===== src/hdl/dlb_pkg.sv =====
package dlb_pkg;

  // Widest sample the block handles; narrower samples sit in the low bits
  localparam int MAX_SAMPLE_BITS = 16;
  localparam int MIN_SAMPLE_BITS = 8;

  // Register stages from the input register to the output register
  localparam int STAGES = 9;

  // Configuration register indexes
  localparam logic [1:0] CFG_DARKEN_MODE = 2'd0;
  localparam logic [1:0] CFG_PIXEL_BITS  = 2'd1;
  localparam logic [1:0] CFG_USE_MASK    = 2'd2;
  localparam logic [1:0] CFG_OPACITY     = 2'd3;

  // Input beat
  typedef struct packed {
    logic [15:0] base_luma;
    logic [15:0] base_cb;
    logic [15:0] base_cr;
    logic [15:0] over_luma;
    logic [15:0] over_cb;
    logic [15:0] over_cr;
    logic [15:0] mask_luma;
    logic [15:0] mask_cb;
    logic [15:0] mask_cr;
  } dlb_in_t;

  // Result beat
  typedef struct packed {
    logic [15:0] out_luma;
    logic [15:0] out_cb;
    logic [15:0] out_cr;
  } dlb_out_t;

  // Decoded configuration shared by the lanes
  typedef struct packed {
    logic [4:0]  nbits;     // sample width, clamped to 8..16
    logic [15:0] maxv;      // 2^nbits - 1
    logic [14:0] rnd;       // maxv / 2
    logic [15:0] op;        // opacity clamped to maxv
    logic        full;      // op == maxv
    logic        use_mask;
  } dlb_ctl_t;

  // Clamp a sample to the current max value
  function automatic logic [15:0] dlb_sat(input logic [15:0] v, input logic [15:0] maxv);
    logic [15:0] r;
    r = (v > maxv) ? maxv : v;
    return r;
  endfunction

endpackage


===== src/hdl/dlb_mdiv.sv =====
// Two-stage divide by (2^n - 1) for dividends below 2^(2n).
// Stage A: quotient estimate (x + x>>n) >> n, low by at most one, plus remainder.
// Stage B: compare-subtract correction.
module dlb_mdiv import dlb_pkg::*; (
  input  logic        clk,
  input  logic        en_a,
  input  logic        en_b,
  input  logic [4:0]  nbits,
  input  logic [15:0] maxv,
  input  logic [31:0] x,
  output logic [15:0] q
);

  logic [32:0] sum_w;
  logic [32:0] est_w;
  logic [32:0] mul_w;
  logic [32:0] rem_w;

  logic [16:0] est_r;
  logic [17:0] rem_r;
  logic [15:0] q_r;

  logic [17:0] rem1;
  logic [16:0] est1;
  logic [16:0] est2;

  // Estimate and remainder
  always_comb begin
    sum_w = {1'b0, x} + ({1'b0, x} >> nbits);
    est_w = sum_w >> nbits;
    mul_w = (est_w << nbits) - est_w;
    rem_w = {1'b0, x} - mul_w;
  end

  always_ff @(posedge clk) begin
    if (en_a) begin
      est_r <= est_w[16:0];
      rem_r <= rem_w[17:0];
    end
  end

  // Correction, two steps for margin
  always_comb begin
    rem1 = rem_r;
    est1 = est_r;
    if (rem_r >= {2'b00, maxv}) begin
      rem1 = rem_r - {2'b00, maxv};
      est1 = est_r + 17'd1;
    end
    est2 = est1;
    if (rem1 >= {2'b00, maxv}) begin
      est2 = est1 + 17'd1;
    end
  end

  always_ff @(posedge clk) begin
    if (en_b) begin
      q_r <= est2[15:0];
    end
  end

  assign q = q_r;

endmodule


===== src/hdl/dlb_lane.sv =====
// One color channel: weight, divide, mix, divide, select.
// stg_en[k] loads pipeline stage k+1.
module dlb_lane import dlb_pkg::*; (
  input  logic        clk,
  input  logic [7:0]  stg_en,
  input  dlb_ctl_t    ctl,
  input  logic [15:0] b_in,
  input  logic [15:0] o_in,
  input  logic [15:0] m_in,
  input  logic        act_in,
  output logic [15:0] res
);

  logic [15:0] b1_r, o1_r, m1_r;
  logic        a1_r;
  logic [31:0] p1_r;
  logic [15:0] b2_r, o2_r, m2_r;
  logic        a2_r;
  logic [15:0] b3_r, o3_r, m3_r;
  logic        a3_r;
  logic [15:0] q_eff;
  logic [15:0] eff;
  logic [31:0] pa4_r, pb4_r;
  logic [15:0] b4_r;
  logic        a4_r;
  logic [31:0] s5_r;
  logic [15:0] b5_r, b6_r, b7_r;
  logic        a5_r, a6_r, a7_r;
  logic [15:0] q_mix;
  logic [15:0] r8_r;
  logic [15:0] rnd_mix;

  // Stage 1: mask times opacity plus rounder
  always_ff @(posedge clk) begin
    if (stg_en[0]) begin
      p1_r <= (32'(m_in) * 32'(ctl.op)) + 32'(ctl.rnd);
      b1_r <= b_in;
      o1_r <= o_in;
      m1_r <= m_in;
      a1_r <= act_in;
    end
  end

  // Stages 2-3: effective weight divide
  dlb_mdiv u_div_eff (
    .clk   (clk),
    .en_a  (stg_en[1]),
    .en_b  (stg_en[2]),
    .nbits (ctl.nbits),
    .maxv  (ctl.maxv),
    .x     (p1_r),
    .q     (q_eff)
  );

  always_ff @(posedge clk) begin
    if (stg_en[1]) begin
      b2_r <= b1_r;
      o2_r <= o1_r;
      m2_r <= m1_r;
      a2_r <= a1_r;
    end
    if (stg_en[2]) begin
      b3_r <= b2_r;
      o3_r <= o2_r;
      m3_r <= m2_r;
      a3_r <= a2_r;
    end
  end

  // Weight select: full opacity with no mask uses maxv, which copies the overlay
  always_comb begin
    if (ctl.full) begin
      eff = ctl.use_mask ? m3_r : ctl.maxv;
    end else begin
      eff = ctl.use_mask ? q_eff : ctl.op;
    end
  end

  // Stage 4: the two weighted products
  always_ff @(posedge clk) begin
    if (stg_en[3]) begin
      pa4_r <= 32'(ctl.maxv - eff) * 32'(b3_r);
      pb4_r <= 32'(eff) * 32'(o3_r);
      b4_r  <= b3_r;
      a4_r  <= a3_r;
    end
  end

  // Stage 5: sum plus rounder (no rounder at full opacity)
  assign rnd_mix = ctl.full ? 16'd0 : {1'b0, ctl.rnd};

  always_ff @(posedge clk) begin
    if (stg_en[4]) begin
      s5_r <= pa4_r + pb4_r + 32'(rnd_mix);
      b5_r <= b4_r;
      a5_r <= a4_r;
    end
  end

  // Stages 6-7: mix divide
  dlb_mdiv u_div_mix (
    .clk   (clk),
    .en_a  (stg_en[5]),
    .en_b  (stg_en[6]),
    .nbits (ctl.nbits),
    .maxv  (ctl.maxv),
    .x     (s5_r),
    .q     (q_mix)
  );

  always_ff @(posedge clk) begin
    if (stg_en[5]) begin
      b6_r <= b5_r;
      a6_r <= a5_r;
    end
    if (stg_en[6]) begin
      b7_r <= b6_r;
      a7_r <= a6_r;
    end
  end

  // Stage 8: blended value or base pass-through
  always_ff @(posedge clk) begin
    if (stg_en[7]) begin
      r8_r <= a7_r ? q_mix : b7_r;
    end
  end

  assign res = r8_r;

endmodule


===== config.mk =====
export PLATFORM = sky130hd
export DESIGN_NAME = dlb_lane
export DESIGN_NICKNAME = d
export VERILOG_FILES = /design/src/hdl/dlb_pkg.sv /design/src/hdl/dlb_mdiv.sv /design/src/hdl/dlb_lane.sv
export SDC_FILE = /design/constraint.sdc
export NUM_CORES = 2
export LEC_CHECK = 0
export ABC_AREA = 1
export BUFFER_PORTS_ARGS = -buffer_cell sky130_fd_sc_hd__buf_2
export CAP_MARGIN = 20
export CORE_UTILIZATION = 44
export CTS_CLUSTER_DIAMETER = 30
export DETAILED_ROUTE_END_ITERATION = 8
export HOLD_SLACK_MARGIN = 0.02
export REMOVE_ABC_BUFFERS = 1
export SETUP_SLACK_MARGIN = 0.15
export SLEW_MARGIN = 5
export SYNTH_ARGS = -nofsm -noshare
export SYNTH_HDL_FRONTEND = slang
export SYNTH_SLANG_ARGS = --single-unit

===== constraint.sdc =====
create_clock -name clk -period 11.5 [get_ports clk]
set_input_delay 1.725 -clock clk [delete_from_list [all_inputs] [get_ports clk]]
set_output_delay 1.725 -clock clk [all_outputs]
set_load 0.05 [all_outputs]

==> summary.txt <==
Max-slew headroom: 0.307
proportion of layout cells with a drive suffix above 1: 0.0566
EDFF count, synth: 459
top-count cell post-synth: nand2_1
# IOs: 128
total length of routed wires: 207,000 um
fin crit period: 10,420 ps
highest-delay cell along the critical path: fa_1
Core ar.: 142,000 um^2
post-synthesis average cell area: 7.81 um^2
share of the synthesized area in the top cell type: 0.229
list of most frequent post-synthesis cells: nand2_1 (2,072), inv_1 (1,600), fa_1 (725)
final setup skew: 48.2 ps
Setup CP Type: primary input to register
CP max FO: 20
Seq/Total Area, Yosys: 0.218
H-tree depth: 3
Setup TNS: 0 ps
Synth Register Bits: 459
DR WL/cell: 20.5 um
# DRC: 0
Final Hold Fails: 0
Synth-to-Final Area Change: 8.99%
Arrival @ worst endpoint: 10,840 ps
final worst path period share: 0.907
CTS tree: built
WP data required: 11,920 ps
register area: 13,800 um^2
CTS Root Buffer Type: clkbuf_16
Min-Delay Path Class: register to register
multi-input logic area: 42,300 um^2
setup violators final: 0
most numerous cell on the critical path: fa_1
Die ar.: 145,000 um^2
critical path endpoint category: register
worst slew pin tran: 1040 ps
number of fill cells in the layout: 13,918
Die W: 381 um
# nets final: 9,464
Post-Syn Area: 63,300 um^2
DRT antenna net count: 0
placed cell count: 9,897
Cell Rows: 138
TritonRoute pass-1 iters: 9
fraction of registers with async set/reset: 0
TritonCTS buffer count: 95
cts repair resizes: 0
Post-synth top flop: edfxtp_1
Final HPWL DP: 170,000 um
Fmax: 0.0959 GHz
max cap viols: 0
Skew-Pair Late Insertion Delay: 690 ps
GRT Util Overall: 0.284
RSZ-0062 raised after global routing: no
largest net degree at the start of global routing: 68
gpl congestion: 0.994
Worst path max stage delay: 550 ps
vias per cell: 5.33
outcome: complete, no violations
hold buffers post-CTS: 0
vias after detailed routing: 53,654
first-pass GRT wire length: 315,000 um
Area contributors post-synth: fa_1 (23%), edfxtp_1 (22%), nand2_1 (12%)
clk slew on worst S/H paths: 50 ps
GR Overflow Total: 0
area leader, netlist: fa_1
max-slew violations: 0
DIE HEIGHT: 381 um
Initial Util: 0.445
Post-CTS Setup Repair Bufs: 0
port bufs: 127
vias in the first global route: 52,546
Post-Synthesis Cells: 8,104
Yosys warning total: 0
DRT iter0 DRCs: 5,005
Worst setup SP type: primary input
clock buffer depth: 3
clock tree sinks: 459
initial antenna violation count: 9
Unique masters post-synth: 65
fin cells: 10,073
[placed cells by master (no fill, tap or decap), types with 9 or more instances in the layout]
cell	synthesis	final
buf_2	41	120
mux2_2	16	16
nand2_2	16	16
mux2i_1	22	22
inv_6	0	14
nor2_1	490	488
edfxtp_1	459	459
clkinv_2	0	10
xor2_1	164	164
inv_1	1600	1599
clkbuf_16	0	95
clkinv_4	0	10
buf_4	1	72
o21ai_0	259	259
ha_1	523	523
a21o_1	11	11
a31oi_1	32	32
or2_2	19	19
o211ai_1	45	45
nand3_1	712	712
bufinv_16	0	12
nor2_2	14	14
a21boi_1	13	13
nand4_1	71	71
clkinv_1	12	25
a21oi_1	269	269
and2_1	10	10
xnor2_1	87	87
fa_1	725	725
o21ai_1	28	28
nand3b_1	9	9
nor3_1	27	27
o21bai_1	17	17
nand2_1	2072	2072
[metal layers]
layer  wire [um]  vias to the layer above  global-route usage
li1            -                    25414                   -
met5          27                        -                   0
met1       93800                    25889               0.407
met4        7230                        4              0.0970
met3       15000                      333              0.0409
met2       90800                     2014               0.438
[state kept, by name, summed over array words and instances (netlist names), 18 cells and up]
name	cells
p1_r	32
pa4_r	32
pb4_r	32
s5_r	32
u_div_eff.rem_r	18
u_div_mix.rem_r	18
[per-stage QoR]
step | hold WS, ps | util | instance area [um^2] | setup slack (ps)
finish | 404 | 0.485 | 69000 | 1080
global route | 408 | 0.485 | 69000 | 415
CTS | 404 | 0.485 | 69000 | 1240
detailed placement | 405 | 0.462 | 65700 | 519
global placement | 401 | 0.462 | 65700 | 514
floorplan | 400 | - | 62100 | 129
[final cells by class]
cell class / instances / share of cell area
clock inverter: 77 / 0.0135
inverter: 1620 / 0.0883
sequential: 459 / 0.200
antenna: 1 / 0.0000363
tap: 1890 / 0.0343
clock buffer: 98 / 0.0346
multi-input combinational: 5735 / 0.613
timing repair buffer: 193 / 0.0167
[worst max-delay path, delay by kind of cell]
family / cells / cell delay, ps
AO/OA/AOI/OAI: 13 / 2940
XOR/XNOR: 1 / 80
adder cells (fa/ha/maj): 9 / 4030
buffers and inverters: 7 / 1160
AND/OR/NAND/NOR: 8 / 910
[path summary, 6_finish.rpt]
path | from | to | slack, ps | cells past startpoint
setup / recovery | ctl[1] | pa4_r[29] | 1080 | 38
hold / removal | b5_r[2] | b6_r[2] | 400 | 0
setup reg to reg | m3_r[0] | pa4_r[29] | 2400 | 36
hold reg to reg | b5_r[2] | b6_r[2] | 400 | 0
[cells by family (layout without fill, tap and decap cells)]
kind of cell,after synthesis,after routing,synth area share
muxes,38,38,0.00633
adders and majority gates,1248,1248,0.333
other,0,1,0
DFF,459,459,0.218
AOI/OAI and AO/OA,722,722,0.0638
and+or+nand+nor,3472,3472,0.229
xor gates and xnor gates,255,255,0.0358
buffers and inverters,1910,1988,0.115
Power is left out: the tool's default activity adds up to more than one toggle a clock period on the data nets, which glitch-free logic cannot reach.
